===== src/sv/adbkm_pkg.sv =====
// ----------------------------------------------------------------------------
// adbkm_pkg
// shared types and constants of the keyboard and mouse bus responder
// ----------------------------------------------------------------------------
package adbkm_pkg;

  // item kinds on the input channel
  typedef enum logic [1:0] {
    KIND_HOST  = 2'd0,
    KIND_MOUSE = 2'd1,
    KIND_KBD   = 2'd2
  } cmd_kind_e;

  // bus addresses of the two devices
  localparam logic [3:0] MOUSE_ADDR = 4'h3;
  localparam logic [3:0] KBD_ADDR   = 4'h2;

  // command and register nibble of a host byte
  localparam logic [3:0] SUB_TALK0 = 4'hC;
  localparam logic [3:0] SUB_TALK2 = 4'hE;
  localparam logic [3:0] SUB_TALK3 = 4'hF;

  localparam logic [15:0] KBD_REG3_WORD   = 16'h4200;
  localparam logic [7:0]  KEY_LOW_FILL    = 8'hFF;
  localparam logic [7:0]  KEY_UP_BIT      = 8'h80;
  localparam logic [15:0] SKIP_WINDOW_RST = 16'd90;

  typedef struct packed {
    logic [1:0]  command;
    logic [7:0]  host_byte;
    logic [15:0] report_word;
    logic        invalid_flag;
    logic [7:0]  previous_key;
    logic [7:0]  modifier_byte;
    logic [31:0] now_ms;
  } in_item_t;

  typedef struct packed {
    logic        talk;
    logic [15:0] talk_word;
    logic        mouse_service_request;
    logic        keyboard_service_request;
    logic        keydown_dropped;
  } out_item_t;

endpackage


===== src/sv/adbkm_chan_if.sv =====
// ----------------------------------------------------------------------------
// adbkm_chan_if
// valid/ready channel carrying one item of a given payload type
// ----------------------------------------------------------------------------
interface adbkm_chan_if #(
  parameter type payload_t = logic
);
  logic     valid;
  logic     ready;
  payload_t payload;

  modport source (output valid, output payload, input ready);
  modport sink   (input valid, input payload, output ready);
endinterface


===== src/sv/adb_keyboard_mouse_responder.sv =====
// ----------------------------------------------------------------------------
// adb_keyboard_mouse_responder
// device side of a desktop bus: keyboard at address 2, mouse at address 3
// ----------------------------------------------------------------------------
//  channel      dir  handshake          carries
//  in_i         in   valid / ready      host byte, mouse or keyboard report
//  out_o        out  valid / ready      reply word, service flags, drop flag
//  cfg_we_i     in   write enable only  hold-off window length in ms
//
//  one item per cycle sustained while the result side is not stalled; each item
//  passes through the input register and then sits in the result register
//  the device state is updated in the same cycle the result is registered
//  a stalled result register holds and the input register fills behind it
//  reset clears all device state and sets the window to 90 ms
// ----------------------------------------------------------------------------
module adb_keyboard_mouse_responder (
  input  logic                 clk_i,
  input  logic                 rst_ni,
  input  logic                 cfg_we_i,
  input  logic [15:0]          cfg_wdata_i,
  adbkm_chan_if.sink           in_i,
  adbkm_chan_if.source         out_o
);

  // hold-off window register
  logic [15:0] window_q;

  // input register
  logic                  stage_valid_q;
  adbkm_pkg::in_item_t   stage_q;

  // result register
  logic                  out_valid_q;
  adbkm_pkg::out_item_t  out_q;

  adbkm_pkg::out_item_t  result;
  logic                  advance;
  logic                  in_ready;
  logic                  in_fire;
  logic                  step;

  // the result register moves when empty or when its item is taken
  assign advance  = !out_valid_q || out_o.ready;
  assign in_ready = !stage_valid_q || advance;
  assign in_fire  = in_i.valid && in_ready;
  // an item in the input register is worked on as it moves to the result
  assign step     = stage_valid_q && advance;

  assign in_i.ready    = in_ready;
  assign out_o.valid   = out_valid_q;
  assign out_o.payload = out_q;

  always_ff @(posedge clk_i or negedge rst_ni) begin
    if (!rst_ni) begin
      window_q <= adbkm_pkg::SKIP_WINDOW_RST;
    end else if (cfg_we_i) begin
      window_q <= cfg_wdata_i;
    end
  end

  always_ff @(posedge clk_i or negedge rst_ni) begin
    if (!rst_ni) begin
      stage_valid_q <= 1'b0;
    end else if (in_fire) begin
      stage_valid_q <= 1'b1;
    end else if (advance) begin
      stage_valid_q <= 1'b0;
    end
  end

  // payload of the input register, no reset needed
  always_ff @(posedge clk_i) begin
    if (in_fire) begin
      stage_q <= in_i.payload;
    end
  end

  adbkm_devices u_devices (
    .clk_i    (clk_i),
    .rst_ni   (rst_ni),
    .step_i   (step),
    .item_i   (stage_q),
    .window_i (window_q),
    .result_o (result)
  );

  always_ff @(posedge clk_i or negedge rst_ni) begin
    if (!rst_ni) begin
      out_valid_q <= 1'b0;
    end else if (advance) begin
      out_valid_q <= stage_valid_q;
    end
  end

  always_ff @(posedge clk_i) begin
    if (step) begin
      out_q <= result;
    end
  end

`ifndef SYNTH
  // a dropped keydown never comes with a reply
  assert property (@(posedge clk_i) disable iff (!rst_ni)
    out_valid_q |-> !(out_q.keydown_dropped && out_q.talk))
    else $error("keydown dropped and reply sent together");

  // no reply means a zero word
  assert property (@(posedge clk_i) disable iff (!rst_ni)
    (out_valid_q && !out_q.talk) |-> (out_q.talk_word == 16'h0000))
    else $error("reply word not zero without a reply");

  // full input register behind a stalled result blocks new items
  assert property (@(posedge clk_i) disable iff (!rst_ni)
    (stage_valid_q && out_valid_q && !out_o.ready) |-> !in_ready)
    else $error("input accepted while both registers are full");

  // an item worked on always shows up in the result register next cycle
  assert property (@(posedge clk_i) disable iff (!rst_ni)
    step |=> out_valid_q)
    else $error("worked item lost before the result register");
`endif

endmodule


===== src/sv/adbkm_devices.sv =====
// ----------------------------------------------------------------------------
// adbkm_devices
// device state of keyboard and mouse, updated by one item per step
// ----------------------------------------------------------------------------
module adbkm_devices (
  input  logic                 clk_i,
  input  logic                 rst_ni,
  input  logic                 step_i,
  input  adbkm_pkg::in_item_t  item_i,
  input  logic [15:0]          window_i,
  output adbkm_pkg::out_item_t result_o
);

  logic        mouse_pending_q, mouse_pending_d;
  logic [15:0] mouse_word_q, mouse_word_d;
  logic        mouse_srq_q, mouse_srq_d;
  logic        kbd_pending_q, kbd_pending_d;
  logic [15:0] kbd_word_q, kbd_word_d;
  logic        kbd_invalid_q, kbd_invalid_d;
  logic [7:0]  kbd_previous_q, kbd_previous_d;
  logic        kbd_srq_q, kbd_srq_d;
  logic [7:0]  modifiers_q, modifiers_d;
  logic [31:0] skip_stamp_q, skip_stamp_d;

  logic [3:0]  addr;
  logic [3:0]  sub;
  logic [31:0] elapsed;
  logic [7:0]  key_up;
  logic        talk;
  logic [15:0] word;
  logic        dropped;

  assign addr    = item_i.host_byte[7:4];
  assign sub     = item_i.host_byte[3:0];
  assign elapsed = item_i.now_ms - skip_stamp_q;
  assign key_up  = kbd_previous_q | adbkm_pkg::KEY_UP_BIT;

  always_comb begin
    mouse_pending_d = mouse_pending_q;
    mouse_word_d    = mouse_word_q;
    mouse_srq_d     = mouse_srq_q;
    kbd_pending_d   = kbd_pending_q;
    kbd_word_d      = kbd_word_q;
    kbd_invalid_d   = kbd_invalid_q;
    kbd_previous_d  = kbd_previous_q;
    kbd_srq_d       = kbd_srq_q;
    modifiers_d     = modifiers_q;
    skip_stamp_d    = skip_stamp_q;
    talk            = 1'b0;
    word            = 16'h0000;
    dropped         = 1'b0;

    case (item_i.command)
      adbkm_pkg::KIND_MOUSE: begin
        mouse_word_d    = item_i.report_word;
        mouse_pending_d = 1'b1;
      end
      adbkm_pkg::KIND_KBD: begin
        kbd_word_d     = item_i.report_word;
        kbd_pending_d  = 1'b1;
        kbd_invalid_d  = item_i.invalid_flag;
        kbd_previous_d = item_i.previous_key;
        modifiers_d    = item_i.modifier_byte;
      end
      adbkm_pkg::KIND_HOST: begin
        // mouse first
        if (addr == adbkm_pkg::MOUSE_ADDR) begin
          if (sub == adbkm_pkg::SUB_TALK0 && mouse_pending_q) begin
            talk            = 1'b1;
            word            = mouse_word_q;
            mouse_pending_d = 1'b0;
            mouse_srq_d     = 1'b0;
          end
        end else if (mouse_pending_q) begin
          mouse_srq_d = 1'b1;
        end

        if (addr == adbkm_pkg::KBD_ADDR) begin
          case (sub)
            adbkm_pkg::SUB_TALK0: begin
              if (kbd_pending_q) begin
                if (kbd_invalid_q) begin
                  // replacement key-up, opens the hold-off window
                  kbd_invalid_d  = 1'b0;
                  kbd_previous_d = key_up;
                  kbd_word_d     = {key_up, adbkm_pkg::KEY_LOW_FILL};
                  skip_stamp_d   = item_i.now_ms;
                  kbd_srq_d      = 1'b0;
                  kbd_pending_d  = 1'b0;
                  talk           = 1'b1;
                  word           = {key_up, adbkm_pkg::KEY_LOW_FILL};
                end else if (elapsed < {16'h0000, window_i}) begin
                  kbd_pending_d = 1'b0;
                  dropped       = 1'b1;
                end else begin
                  kbd_srq_d     = 1'b0;
                  kbd_pending_d = 1'b0;
                  talk          = 1'b1;
                  word          = kbd_word_q;
                end
              end
            end
            adbkm_pkg::SUB_TALK2: begin
              talk = 1'b1;
              word = {modifiers_q, adbkm_pkg::KEY_LOW_FILL};
            end
            adbkm_pkg::SUB_TALK3: begin
              talk = 1'b1;
              word = adbkm_pkg::KBD_REG3_WORD;
            end
            default: ;
          endcase
        end else if (kbd_pending_q) begin
          kbd_srq_d = 1'b1;
        end
      end
      default: ;
    endcase
  end

  always_comb begin
    result_o.talk                     = talk;
    result_o.talk_word                = word;
    result_o.mouse_service_request    = mouse_srq_d;
    result_o.keyboard_service_request = kbd_srq_d;
    result_o.keydown_dropped          = dropped;
  end

  always_ff @(posedge clk_i or negedge rst_ni) begin
    if (!rst_ni) begin
      mouse_pending_q <= 1'b0;
      mouse_word_q    <= 16'h0000;
      mouse_srq_q     <= 1'b0;
      kbd_pending_q   <= 1'b0;
      kbd_word_q      <= 16'h0000;
      kbd_invalid_q   <= 1'b0;
      kbd_previous_q  <= 8'h00;
      kbd_srq_q       <= 1'b0;
      modifiers_q     <= 8'h00;
      skip_stamp_q    <= 32'h0000_0000;
    end else if (step_i) begin
      mouse_pending_q <= mouse_pending_d;
      mouse_word_q    <= mouse_word_d;
      mouse_srq_q     <= mouse_srq_d;
      kbd_pending_q   <= kbd_pending_d;
      kbd_word_q      <= kbd_word_d;
      kbd_invalid_q   <= kbd_invalid_d;
      kbd_previous_q  <= kbd_previous_d;
      kbd_srq_q       <= kbd_srq_d;
      modifiers_q     <= modifiers_d;
      skip_stamp_q    <= skip_stamp_d;
    end
  end

endmodule


===== src/flat_wrapper.sv =====
// flat-port wrapper written by rule: the top's interface ports become plain ports
module adb_keyboard_mouse_responder_flat 
  (clk_i, rst_ni, cfg_we_i, cfg_wdata_i, in_i_valid, in_i_payload, in_i_ready, out_o_valid, out_o_payload, out_o_ready);
  adbkm_chan_if #(.payload_t(adbkm_pkg::in_item_t)) in_i_i ();
  adbkm_chan_if #(.payload_t(adbkm_pkg::out_item_t)) out_o_i ();
  input  logic clk_i;
  input  logic rst_ni;
  input  logic cfg_we_i;
  input  logic [15:0] cfg_wdata_i;
  input wire logic [$bits(in_i_i.valid)-1:0] in_i_valid;
  input wire logic [$bits(in_i_i.payload)-1:0] in_i_payload;
  output wire logic [$bits(in_i_i.ready)-1:0] in_i_ready;
  output wire logic [$bits(out_o_i.valid)-1:0] out_o_valid;
  output wire logic [$bits(out_o_i.payload)-1:0] out_o_payload;
  input wire logic [$bits(out_o_i.ready)-1:0] out_o_ready;
  assign in_i_i.valid = in_i_valid;
  assign in_i_i.payload = in_i_payload;
  assign in_i_ready = in_i_i.ready;
  assign out_o_valid = out_o_i.valid;
  assign out_o_payload = out_o_i.payload;
  assign out_o_i.ready = out_o_ready;
  adb_keyboard_mouse_responder u_core (.clk_i(clk_i), .rst_ni(rst_ni), .cfg_we_i(cfg_we_i), .cfg_wdata_i(cfg_wdata_i), .in_i(in_i_i), .out_o(out_o_i));
endmodule

===== config.mk =====
export PLATFORM = sky130hd
export DESIGN_NAME = adb_keyboard_mouse_responder_flat
export DESIGN_NICKNAME = d
export VERILOG_FILES = /design/src/sv/adbkm_pkg.sv /design/src/sv/adbkm_chan_if.sv /design/src/sv/adb_keyboard_mouse_responder.sv /design/src/sv/adbkm_devices.sv /design/src/flat_wrapper.sv
export SDC_FILE = /design/constraint.sdc
export NUM_CORES = 1
export LEC_CHECK = 0
export BUFFER_PORTS_ARGS = -buffer_cell sky130_fd_sc_hd__buf_2
export CORE_AREA = 5 5 138 140
export DETAILED_ROUTE_END_ITERATION = 8
export DIE_AREA = 0 0 143 145
export PLACE_DENSITY_LB_ADDON = 0.15
export REMOVE_ABC_BUFFERS = 1
export SLEW_MARGIN = 20
export SYNTH_ARGS = -nofsm -noshare
export SYNTH_HDL_FRONTEND = slang
export SYNTH_SLANG_ARGS = --single-unit

===== constraint.sdc =====
create_clock -name clk_i -period 5 [get_ports clk_i]
set_input_delay 1 -clock clk_i [delete_from_list [all_inputs] [get_ports clk_i]]
set_output_delay 1 -clock clk_i [all_outputs]
set_load 0.05 [all_outputs]

# --- Yosys cells after proc, flatten, opt, wreduce, memory -nomap -nowiden ---
# Index checks and enable logic that the tools add are counted.
word_totals:
  reg_bits: 196
  in_bits: 96
  elab_cells: 112
op_classes:
  addsub: 1
  order_cmp: 1
  eq_ne: 13
  mux: 47
  bitwise: 4
  n_reduce_logical: 21
op_table:
  columns: ["cell", "count"]
  rows:
  - ["two-way mux 16 bit", 10]
  - ["one-hot mux 16 bit (3 select lines)", 1]
  - ["less-than comparator 32 x 16 -> 1 bit", 1]
  - ["one-hot mux 16 bit (2 select lines)", 1]
  - ["subtractor 32 bit", 1]
  - ["two-way mux 1 bit", 27]
  - ["two-way mux 7 bit", 3]
  - ["one-hot mux 7 bit (2 select lines)", 1]
  - ["== test 4 bit, second input constant", 3]
  - ["inequality test 2 bit, second input constant", 6]
  - ["AND reduction 6 bit", 2]
  - ["== test 4 x 2 -> 1 bit, second input constant", 2]
  - ["one-hot mux 1 bit (2 select lines)", 4]
  - ["AND reduction 4 bit", 2]
  - ["nonzero test 2 bit", 3]
  - ["AND reduction 5 bit", 1]
  - ["OR reduction 5 bit", 1]
  - ["inverter 1 bit", 4]
  - ["AND reduction 2 bit", 2]
  - ["logical AND 1 bit", 3]
  - ["AND reduction 3 bit", 1]
  - ["== test 2 x 1 -> 1 bit, second input constant", 1]
  - ["== test 2 bit, second input constant", 1]
  - ["logical NOT 1 bit", 2]
  - ["other kinds (3)", 4]

# --- Logic depth before layout (Yosys ltp) ---
# Gate-level depths: netlist (run 1).
depth:
  word_depth: 9
  ltp_mapped: 21

# --- Hierarchy ---
# Synthesis (run 1) repeated with hierarchy kept, for this count alone.
unflattened:
  cells_unflattened: 911
  area_unflattened_um2: 10062.2
by_module_without_submodules:
  columns: ["mod", "n_inst", "cells_per_inst", "area_each_um2", "seq_area_each_um2"]
  rows:
  - ["adbkm_devices", 1, 774, 6466.2, 2102.0]
  - ["adb_keyboard_mouse_responder", 1, 137, 3595.9, 3308.2]

# --- Worst setup path before layout (run 1) ---
# OpenSTA, ideal clock, no wires.
synth_timing:
  kind: "flip-flop to flip-flop"
  start: "register u_core.stage_q[1] in the netlist's numbering"
  end: "register u_core.out_q, in the netlist u_core.out_o.payload[18], data pin"
  arrival_ns: 4.226
  path_slack_ns: 0.518
  stages_incl_launch_ff: 20
  n_path_buf: 1
  synth_period_minus_slack_ns: 4.482
  path_cell_list: "edfxtp_1 > ha_1 > nor2b_1 > o2111ai_1 > a211o_1 > a21boi_0 > a21o_1 > a21oi_1 > xnor2_1 > ha_1 > nand4_1 > a2111oi_0 > or4_4 > a211oi_2 > nand4_1 > nor4_4 > and3_4 > buf_12 > o21ai_0 > a41o_1"
synth_between:
  elab_chain_cells: 7
synth_lines:
  columns: ["element", "line", "text"]
  rows:
  - ["start, declared", "adb_keyboard_mouse_responder.sv:30", "adbkm_pkg::in_item_t stage_q;"]
  - ["start signal, assigned", "adb_keyboard_mouse_responder.sv:74", "stage_q <= in_i.payload;"]
  - ["subtractor 32 bit", "adbkm_devices.sv:35", "assign elapsed = item_i.now_ms - skip_stamp_q;"]
  - ["less-than comparator 32 x 16 -> 1 bit", "adbkm_devices.sv:92", "end else if (elapsed < {16'h0000, window_i}) begin"]
  - ["two-way mux 16 bit", "adbkm_devices.sv:92", null]
  - ["two-way mux 16 bit", "adbkm_devices.sv:82", "if (kbd_invalid_q) begin"]
  - ["two-way mux 16 bit", "adbkm_devices.sv:81", "if (kbd_pending_q) begin"]
  - ["one-hot mux 16 bit (3 select lines)", "adbkm_devices.sv:79", "case (sub)"]
  - ["two-way mux 16 bit", "adbkm_devices.sv:78", "if (addr == adbkm_pkg::KBD_ADDR) begin"]
  - ["end signal, assigned", "adb_keyboard_mouse_responder.sv:97", "out_q <= result;"]
  - ["end, declared", "adb_keyboard_mouse_responder.sv:34", "adbkm_pkg::out_item_t out_q;"]
# No other way between the ends.
# A chain may end at the register's enable or synchronous reset.

# --- Worst setup path in the final report (run 1) ---
layout_timing:
  start: "register u_core.u_devices.skip_stamp_q[0]"
  end: "register u_core.out_q, in the netlist u_core.out_o.payload[14], data pin"
layout_between:
  elab_chain_cells: 7
layout_lines:
  columns: ["element", "line", "text"]
  rows:
  - ["start, declared", "adbkm_devices.sv:23", "logic [31:0] skip_stamp_q, skip_stamp_d;"]
  - ["start signal, assigned", "adbkm_devices.sv:151", "skip_stamp_q <= skip_stamp_d;"]
  - ["subtractor 32 bit", "adbkm_devices.sv:35", null]
  - ["less-than comparator 32 x 16 -> 1 bit", "adbkm_devices.sv:92", null]
  - ["two-way mux 16 bit", "adbkm_devices.sv:92", null]
  - ["two-way mux 16 bit", "adbkm_devices.sv:82", null]
  - ["two-way mux 16 bit", "adbkm_devices.sv:81", null]
  - ["one-hot mux 16 bit (3 select lines)", "adbkm_devices.sv:79", null]
  - ["two-way mux 16 bit", "adbkm_devices.sv:78", null]
# No other way between the ends.

==> flow_summary.toml, run 1 <==
[outcome]
status = "complete, no violations"

[routing]
first_pass_iters = 5
highest_layer = "met4"
drc_errors = 0
initialDrtViolationCount = 816
wl_met2_mm = 11.04
drtAntennaViolNets = 0
met1_length_mm = 10.89
wl_per_cell_um = 17.83
wirelength_mm = 24.11
vias_per_cell = 5.915
wl_met3_mm = 1.619
num_vias = 7997

[final_layout]
fin_util = 0.6652
nNetsFinal = 1253
diodes = 0
fillers = 1412
fin_area_mm2 = 0.01179
finalNonFillerCells = 1352
syn_to_final_growth_pct = 15.29
drive_above_1_share = 0.2173

[synth]
synthCells = 993
syn-cell-area_mm2 = 0.01022
yosysWarnings = 0
synthTopCellsByArea = "edfxtp_1, dfrtp_1, ha_1"
synthDistinctLibCells = 76
synth-seq-area-share = 0.5263
yosys.area.top_type = "edfxtp_1"
ys.flop_type = "dfrtp_1"
avgSynthCellArea_um2 = 10.30
synth_seq_cells = 196
synth_edf_count = 94
synth_top_area_frac = 0.2761
synth-async-reset-ratio = 0.5204

[critical_path]
critPathCaptureType = "flop"
max_stage_delay_ns = 0.48
path_max_fanout = 6
cp.required_ns = 5.18
critical_path.cell_chain = "ha_1, fa_1, nand2b_1, a21oi_2, o21ai_1, nand2_1, xor2_1, ha_1, nand4_1, a2111oi_0, or4_4, a211oi_2, nand4_1, nor4_4, and3_4, buf_12, mux2i_1, o31ai_1"
crit_buf_inv = 1
critPathTopFamily = "simple AND/OR/NAND/NOR gates"
crit_arrival_ns = 4.97
crit_slowest_cell = "fa_1"
critPathKind = "reg2reg"
startpoint_type = "flop"

[global_route]
gr-total-overflow = 0
grt_pass1_vias = 7800
grt_max_degree = 75
antenna_found_initial = 0
grt_pass1_wl_mm = 39.32
grt_use_total = 0.2342

[pwr]
p_int_w = 0.002800
vdd_ir_drop_max_v = 0.0003395
switching_share = 0.2951
pwr-share-clk = 0.365
leakage_nw = 4.974
p_sw_w = 0.001172
p_seq_frac = 0.498
power_frac_comb = 0.136
powerDensity_mw_per_mm2 = 337.0

[clocking]
hold_buffers = 0
cts_buffer_depth = 2
cts_buffers = 17
clk_pin_slew_ns = 0.08
clkSinkCount = 196
clkLatencyLatePin_ns = 0.44
cts_root_buf = "clkbuf_16"
htreeDepth = 4
cts_tree = "yes"

[sta]
finClkSkew_ns = 0.01180
clock.fmax_mhz = 208.8
slew-limit-headroom = 0.3264
fin_crit_sh = 0.9579
period_minus_slack_ns = 4.790
tightest_slew_ns = 1.010
setup_viol = 0
finalHoldViolations = 0
finalMaxSlewViolations = 0

[place]
place_area_mm2 = 0.01103
dp_cells = 1315
gp_congestion = 0.9291
port-buffer-count = 116
dp_hpwl_mm = 16.83

[die]
pin_count = 118
fp-row-count = 49
die_area_mm2 = 0.02074
start_util = 0.5770
dieHeight_um = 145
core_mm2 = 0.01772
die_x_um = 143

[min_path]
holdCritPathClass = "reg2reg"

[run]
drv_cap = 0
[registers in the layout (all words and copies together) (netlist names), 7 cells and up]
register                         count
u_core.out_o.payload                20
u_core.stage_q                      74
u_core.u_devices.kbd_previous_q      7
u_core.u_devices.kbd_word_q         16
u_core.u_devices.modifiers_q         8
u_core.u_devices.mouse_word_q       16
u_core.u_devices.skip_stamp_q       32
u_core.window_q                     16
[repair_timing]
item	CTS	global route
endpoints found under the setup margin	2	17
pin swaps	2	6
setup buffers	0	5
gates resized for setup	0	16
gates cloned	0	0
[logic make-up (layout without fill, tap and decap cells)]
logic type | after synthesis | count (layout) | synth area share
AND/OR/NAND/NOR | 316 | 316 | 0.1449
AO/OA/AOI/OAI | 272 | 272 | 0.1650
flip-flops | 196 | 196 | 0.5263
buffers and inverters | 97 | 227 | 0.03965
multiplexers | 48 | 48 | 0.05140
adder cells (fa/ha/maj) | 47 | 47 | 0.05825
XOR/XNOR | 17 | 17 | 0.01456
[cells in the mapped netlist, drive strengths merged (9+ instances only)]
library cell,instances
inv,62
buf,10
a211oi,13
o211ai,9
dfrtp,98
o31ai,10
a31oi,10
ha,46
mux2,36
nor2,75
a21oi,72
nor3,21
and2,9
edfxtp,94
xnor2,12
o21a,11
clkbuf,25
nand4,14
nand2,136
nand3,12
mux2i,12
o21ai,97
[worst paths after layout]
kind | slack (ns) | startpoint | endpoint | depth (start not counted)
worst max-delay path | 0.21 | u_core.u_devices.skip_stamp_q[0] | u_core.out_o.payload[14] | 18
worst min-delay path | 0.48 | u_core.stage_q[35] | u_core.u_devices.modifiers_q[3] | 1
worst max register to register | 0.21 | u_core.u_devices.skip_stamp_q[0] | u_core.out_o.payload[14] | 18
worst min register to register | 0.48 | u_core.stage_q[35] | u_core.u_devices.modifiers_q[3] | 1
max in group asynchronous | 3.55 | rst_ni | u_core.window_q[6] | 2
min in group asynchronous | 0.57 | rst_ni | u_core.u_devices.skip_stamp_q[23] | 1
[power by group through the flow]
stage / combinational, W / sequential (W) / clock, W
3_5_place_dp: 0.000533 / 0.00201 / 0
4_1_cts: 0.000537 / 0.00198 / 0.00148
2_1_floorplan: 0.000334 / 0.00201 / 0
6_report: 0.000541 / 0.00198 / 0.00145
5_1_grt: 0.000609 / 0.00200 / 0.00154
3_3_place_gp: 0.000518 / 0.00200 / 0
[layout make-up]
type | instances | area, µm² | area share
sequential | 196 | 5380 | 0.4565
clock buffer | 17 | 425.4 | 0.03609
inverter | 62 | 232.7 | 0.01975
timing repair buffer | 133 | 726.9 | 0.06168
clock inverter | 15 | 217.7 | 0.01847
multi-input combinational | 700 | 4517 | 0.3832
tap | 229 | 286.5 | 0.02431
[per-stage QoR]
| step | worst slack [ns] | setup TNS [ns] | power [W] | hold slack (ns) |
|---|---|---|---|---|
| finish | 0.2104 | 0 | 0.003972 | 0.4822 |
| global placement | 0.1072 | 0 | 0.002521 | 0.4574 |
| floorplan | -1.199 | -32.44 | 0.002346 | 0.4555 |
| detailed placement | 0.02963 | 0 | 0.002541 | 0.4660 |
| global route | -0.01413 | -0.04997 | 0.004150 | 0.5092 |
| CTS | 0.1161 | 0 | 0.003991 | 0.4864 |
[routing by layer]
metal	vias to the layer above	global-route usage
met3	53	0.04245
li1	3855	-
met4	0	0.07367
met5	-	0
met1	3753	0.3431
met2	336	0.3562
[worst register-to-register path, stage by stage, from the launching register on]
cell       delay (ns)
dfrtp_1          0.39
ha_1             0.25
fa_1             0.48
nand2b_1         0.20
a21oi_2          0.22
o21ai_1          0.19
nand2_1          0.13
xor2_1           0.19
ha_1             0.26
nand4_1          0.13
a2111oi_0        0.10
or4_4            0.45
a211oi_2         0.14
nand4_1          0.19
nor4_4           0.43
and3_4           0.37
buf_12           0.14
mux2i_1          0.20
o31ai_1          0.09
[cells in the final DEF, fill, tap and decap left out, drive strengths merged, types with 21 or more instances in the layout]
| cell | count |
|---|---|
| nand2 | 136 |
| buf | 133 |
| dfrtp | 98 |
| o21ai | 97 |
| edfxtp | 94 |
| nor2 | 75 |
| a21oi | 72 |
| inv | 71 |
| ha | 46 |
| mux2 | 36 |
| nor3 | 21 |
Power figures use the tool's default switching activity.
==> run 2: changes to the inputs <==
- CORE_AREA: 5 5 138 140 -> 5 5 157 159
- DIE_AREA: 0 0 143 145 -> 0 0 162 164
==> run 2 against run 1 <==
  * Wire length increased by 2.0%
  * Total power decreased by 0.47%
  * Final cell count increased by 4.7%
  * Sequential power about the same
  * Flip-flop and latch count unchanged
  * Via count decreased by 2.9%
  * Clock-buffer cell count unchanged
  * Die area increased by 28%
  * Combinational power about the same
  * Final area about the same
  * Largest cell class unchanged
  * Highest routed layer is now met5
==> flow_summary.toml, run 2 (synthesis gave the netlist of run 1 again) <==
[outcome]
status = "complete, no violations"

[place]
pre_cts_ws_ns = 0.05027
gp_congestion = 0.8883
port-buffer-count = 116
dp_hpwl_mm = 17.79
place_area_mm2 = 0.01115

[routing]
wirelength_mm = 24.59
drc_errors = 0
wl_met3_mm = 1.108
wl_per_cell_um = 17.38
highest_layer = "met5"
first_pass_iters = 6
num_vias = 7764
drtAntennaViolNets = 0
wl_met2_mm = 11.10
vias_per_cell = 5.487
met1_length_mm = 12.12
initialDrtViolationCount = 481

[die]
die_area_mm2 = 0.02657
core_mm2 = 0.02312
dieHeight_um = 164
pin_count = 118
fp-row-count = 56
start_util = 0.4422
die_x_um = 162

[pwr]
switching_share = 0.2854
powerDensity_mw_per_mm2 = 335.4
power_frac_comb = 0.137
pwr-share-clk = 0.363
p_seq_frac = 0.500
p_sw_w = 0.001129
power_w = 0.003954
p_int_w = 0.002825
leakage_nw = 4.969
vdd_ir_drop_max_v = 0.0002018

[global_route]
grt_pass1_wl_mm = 39.70
grt_max_degree = 75
grt_use_total = 0.1873
grt_pass1_vias = 7543
gr-total-overflow = 0
antenna_found_initial = 1

[critical_path]
path_max_fanout = 8
crit_arrival_ns = 5.09
ff2ff_path_depth = 18
timing.rr.end = "u_core.out_o.payload[12]"
startpoint_type = "flop"
r2r_slack_ns = 0.20
r2r-start = "u_core.stage_q[8]"
critPathKind = "reg2reg"
cp.required_ns = 5.29
critPathCaptureType = "flop"

[sta]
finalHoldViolations = 0
slew-limit-headroom = 0.3527
clock.fmax_mhz = 208.1
finalMaxSlewViolations = 0
period_minus_slack_ns = 4.805
rsz0062_at_grt = "no"
finClkSkew_ns = 0.01891
fin_crit_sh = 0.9609
setup_viol = 0
tightest_slew_ns = 0.9686
holdWs_ns = 0.4813
fin_ws_ns = 0.1953

[clocking]
hold_buffers = 0
cts_buffers = 17
clkSinkCount = 196
cts_buffer_depth = 2
htreeDepth = 4
cts_post_setup_buffers_inserted = 0
clkLatencyLatePin_ns = 0.44
clk_pin_slew_ns = 0.08
cts_tree = "yes"
cts_root_buf = "clkbuf_16"

[min_path]
hold_end = "u_core.u_devices.kbd_previous_q[0]"
holdCritPathClass = "reg2reg"
min-delay-start = "u_core.stage_q[40]"
hold_path_depth = 1

[final_layout]
nNetsFinal = 1255
largest_reg_flops = 74
drive_above_1_share = 0.2071
fillers = 2192
regMostFlops = "u_core.stage_q"
final_cell_mix = "nand2_1, buf_2, dfrtp_1, edfxtp_1, o21ai_0"
fin_area_mm2 = 0.01179
diodes = 0
syn_to_final_growth_pct = 15.30
final_common_cell = "nand2_1"

[run]
drv_cap = 0
-- run 2: routing by layer --
layer,vias up,GRT usage
li1,3841,-
met1,3716,0.2773
met2,185,0.2890
met3,20,0.03463
met4,2,0.04075
met5,-,0
-- run 2: area by class of cell --
class	instances	area (µm²)	share of cell area
Clock buffer	17	425.4	0.03609
Clock inverter	15	196.4	0.01666
Inverter	62	232.7	0.01974
Multi-Input combinational cell	700	4452	0.3777
Sequential cell	196	5380	0.4564
Tap cell	290	362.8	0.03078
Timing Repair Buffer	135	738.2	0.06263
-- run 2: worst max-delay path, stage by stage (launching register included) --
cell and delay (ns):
edfxtp_1 0.41, ha_1 0.39, a21oi_1 0.25, o22ai_1 0.13
nor3_1 0.28, a21boi_1 0.15, a21o_1 0.19, a21oi_1 0.17
xnor2_1 0.17, ha_1 0.28, nand4_1 0.14, a2111oi_0 0.11
or4_4 0.46, a211oi_2 0.16, nand4_1 0.19, nor4_4 0.32
and3_4 0.36, mux2_2 0.35, o21ai_1 0.13
-- run 2: through the flow --
step | utilization | TNS, ns | instances
global placement | 0.4820 | 0 | 1382
CTS | 0.5089 | 0 | 1414
global route | 0.5098 | 0 | 1415
detailed placement | 0.4820 | 0 | 1382
finish | 0.5098 | 0 | 1415
floorplan | - | -32.44 | 958
-- run 2: repair_timing --
item,4_1_cts,5_1_grt
pin swaps,1,0
setup endpoints to repair,2,14
gates resized for setup,0,2
-- run 2: worst max path at each step --
stage	start	end	cells after the start	slack, ns
4_1_cts	u_core.u_devices.skip_stamp_q[1]	u_core.out_o.payload[12]	19	0.12
6_report	u_core.stage_q[8]	u_core.out_o.payload[12]	18	0.20
5_1_grt	u_core.u_devices.skip_stamp_q[0]	u_core.out_o.payload[12]	18	0.01
2_1_floorplan	out_o_ready	u_core.u_devices.skip_stamp_q[0]	4	-1.20
3_3_place_gp	u_core.stage_q[1]	u_core.out_o.payload[12]	18	0.08
3_5_place_dp	u_core.u_devices.skip_stamp_q[1]	u_core.out_o.payload[6]	20	0.05
-- run 2: power groups by stage --
stage          sequential (W)  clock (W)  combinational [W]
2_1_floorplan         0.00201          0           0.000334
3_3_place_gp          0.00201          0           0.000528
3_5_place_dp          0.00201          0           0.000541
4_1_cts               0.00198    0.00146           0.000543
5_1_grt               0.00200    0.00153           0.000605
6_report              0.00198    0.00143           0.000541
==> run 3: changes to the inputs <==
- ABC_AREA: unset -> 1
- CORE_AREA: 5 5 157 159 -> 5 5 161 163
- DIE_AREA: 0 0 162 164 -> 0 0 166 168
==> run 3 against run 2 <==
  * Non-clock buffer count decreased by 7
  * Die area rose by 5.0%
  * Sequential share of layout area is 2.2 points lower
  * Clock skew decreased by 0.0024 ns
  * Core utilization grew 0.27 points
  * Synthesized cell count is 28% higher
  * Sequential power increased by 4%
  * First-iteration DRC count increased by 4.2%
  * Hold slack better by 0.00094 ns
  * Flip-flop and latch count is the same
  * Final cell count is 23% higher
  * Highest routed layer is now met4
==> flow_summary.toml, run 3 <==
[routing]
num_vias = 8366
initialDrtViolationCount = 501
drc_errors = 0
wl_per_cell_um = 14.87
first_pass_iters = 7
drtAntennaViolNets = 0
vias_per_cell = 4.825
wirelength_mm = 25.79

[clocking]
cts_post_setup_buffers_inserted = 0
cts_buffer_depth = 2
clkSinkCount = 196
cts_buffers = 17
htreeDepth = 4
hold_buffers = 0
clkLatencyLatePin_ns = 0.44
cts_resized = 0
cts_tree = "yes"
cts_root_buf = "clkbuf_16"
clk_pin_slew_ns = 0.08

[sta]
finalMaxSlewViolations = 0
finalHoldViolations = 0
finClkSkew_ns = 0.01649
slew-limit-headroom = 0.4246
fin_crit_sh = 0.7932
setup_viol = 0
clock.fmax_mhz = 252.2
rsz0062_at_grt = "no"
fin_tns_setup_ns = 0
period_minus_slack_ns = 3.966
tightest_slew_ns = 0.8622

[synth]
yosys.area.top_type = "edfxtp_1"
synthTopCellsByArea = "edfxtp_1, dfrtp_1, nand2_1"
synthDistinctLibCells = 42
ys.flop_type = "dfrtp_1"
synth-async-reset-ratio = 0.5204
synth_top_area_frac = 0.2616
avgSynthCellArea_um2 = 8.469
syn-cell-area_mm2 = 0.01079
synthTopCellsByCount = "nand2_1, inv_1, nor2_1"
synth_seq_cells = 196
synth-seq-area-share = 0.4987
yosysMostFrequentCell = "nand2_1"
synthCells = 1274
synth_edf_count = 94
yosysWarnings = 0

[critical_path]
critical_path.cell_chain = "ha_1, fa_1, inv_1, nand2_1, nand3_2, nand2_1, nand2_1, xor2_1, ha_1, nand2_1, nor2_1, a211oi_1, nand2_1, nor2_1, nand3_1, clkinv_1, nand2_1, nor2_2, nand3_4, nand2_4, nand2_1, nand3_1, nand2_1, a21oi_1"
crit_buf_inv = 2
crit_arrival_ns = 4.26
critPathTopFamily = "simple AND/OR/NAND/NOR gates"
r2r-start = "u_core.u_devices.skip_stamp_q[0]"
crit_slowest_cell = "fa_1"
startpoint_type = "flop"
cp_common_cell = "nand2_1"
critPathLaunch = "u_core.u_devices.skip_stamp_q[0]"
critPathCaptureType = "flop"
cp.required_ns = 5.29
critPathKind = "reg2reg"
max_stage_delay_ns = 0.47
r2r_slack_ns = 1.03
path_max_fanout = 17

[global_route]
grt_max_degree = 63
grt_use_total = 0.1882
grt_pass1_wl_mm = 42.24
grt_pass1_vias = 8187
antenna_found_initial = 0
gr-total-overflow = 0

[final_layout]
regMostFlops = "u_core.stage_q"
fin_area_mm2 = 0.01239
drive_above_1_share = 0.1823
nNetsFinal = 1540
fin_util = 0.5124
final_cell_mix = "nand2_1, inv_1, buf_2, nor2_1, dfrtp_1"
diodes = 0
largest_reg_flops = 74
final_common_cell = "nand2_1"
syn_to_final_growth_pct = 14.83

[place]
gp_congestion = 0.9244
dp_hpwl_mm = 19.18
place_area_mm2 = 0.01177
port-buffer-count = 116

[die]
start_util = 0.4463
die_x_um = 166
pin_count = 118
core_mm2 = 0.02418
dieHeight_um = 168
fp-row-count = 57
die_area_mm2 = 0.02789

[min_path]
min-delay-start = "u_core.stage_q[36]"
holdCritPathClass = "reg2reg"

[run]
drv_cap = 0

[outcome]
status = "complete, no violations"

[pwr]
vdd_ir_drop_max_v = 0.0002083
powerDensity_mw_per_mm2 = 357.7
leakage_nw = 6.091
[run 3: cell count changes in the layout (fill, tap and decap cells not counted), sizes merged, moves of 16 or more]
cell   delta
o21ai    -48
inv     +177
nor2     +37
nand2   +207
nor3     -16
nand3    +65
[run 3: power by group]
part	leakage [nW]	switching (W)	internal, W
logic	3.63	0.000635	0.000326
registers	2.16	0.000101	0.00195
clock network	0.302	0.000731	0.000693
[run 3: path summary, 6_finish.rpt]
check	endpoint	cells past startpoint
worst max-delay path	u_core.out_o.payload[6]	24
worst min-delay path	u_core.u_devices.modifiers_q[4]	1
worst max register to register	u_core.out_o.payload[6]	24
worst min register to register	u_core.u_devices.modifiers_q[4]	1
max in group asynchronous	u_core.u_devices.skip_stamp_q[18]	2
min in group asynchronous	u_core.u_devices.skip_stamp_q[29]	1
[run 3: cells by family (layout without fill, tap and decap cells)]
logic type | Yosys count | in the layout | synth area share
fa+ha+maj | 47 | 47 | 0.05520
xor+xnor | 15 | 15 | 0.01218
buf+inv | 265 | 401 | 0.09335
flops | 196 | 196 | 0.4987
mux | 39 | 39 | 0.04070
simple gates | 556 | 556 | 0.2228
compound gates | 156 | 156 | 0.07712
[run 3: metal layers]
layer | up-vias | part of all wire | track usage
li1 | 4313 | - | -
met3 | 21 | 0.036 | 0.03423
met4 | 0 | 0.014 | 0.04806
met2 | 157 | 0.48 | 0.3205
met5 | - | 0 | 0
met1 | 3875 | 0.46 | 0.2502
[run 3: layout make-up]
type                    instances  area, µm²
inverters                     241      904.6
flip-flops and latches        196       5380
clock inverters                15      192.7
clock buffers                  17      425.4
fillers                      2325      11790
multi-input cells             813       4408
repair buffers                128      673.1
well taps                     324      405.4
[run 3: through the flow]
stage	setup WS, ns	total power [W]	hold WS (ns)	std cells
detailed placement	1.094	0.003041	0.4665	1702
global placement	1.150	0.003020	0.4583	1702
CTS	1.067	0.004479	0.4860	1734
finish	1.034	0.004432	0.4822	1734
global route	0.6779	0.004692	0.5063	1734
floorplan	1.537	0.002744	0.4495	1250
[run 3: worst reg2reg max path, delay by kind of cell, from the launching register on]
| kind | cells | cell delay, ns |
|---|---|---|
| compound gates | 2 | 0.31 |
| flops | 1 | 0.39 |
| buf+inv | 2 | 0.19 |
| xor+xnor | 1 | 0.19 |
| simple gates | 16 | 1.79 |
| fa+ha+maj | 3 | 0.97 |
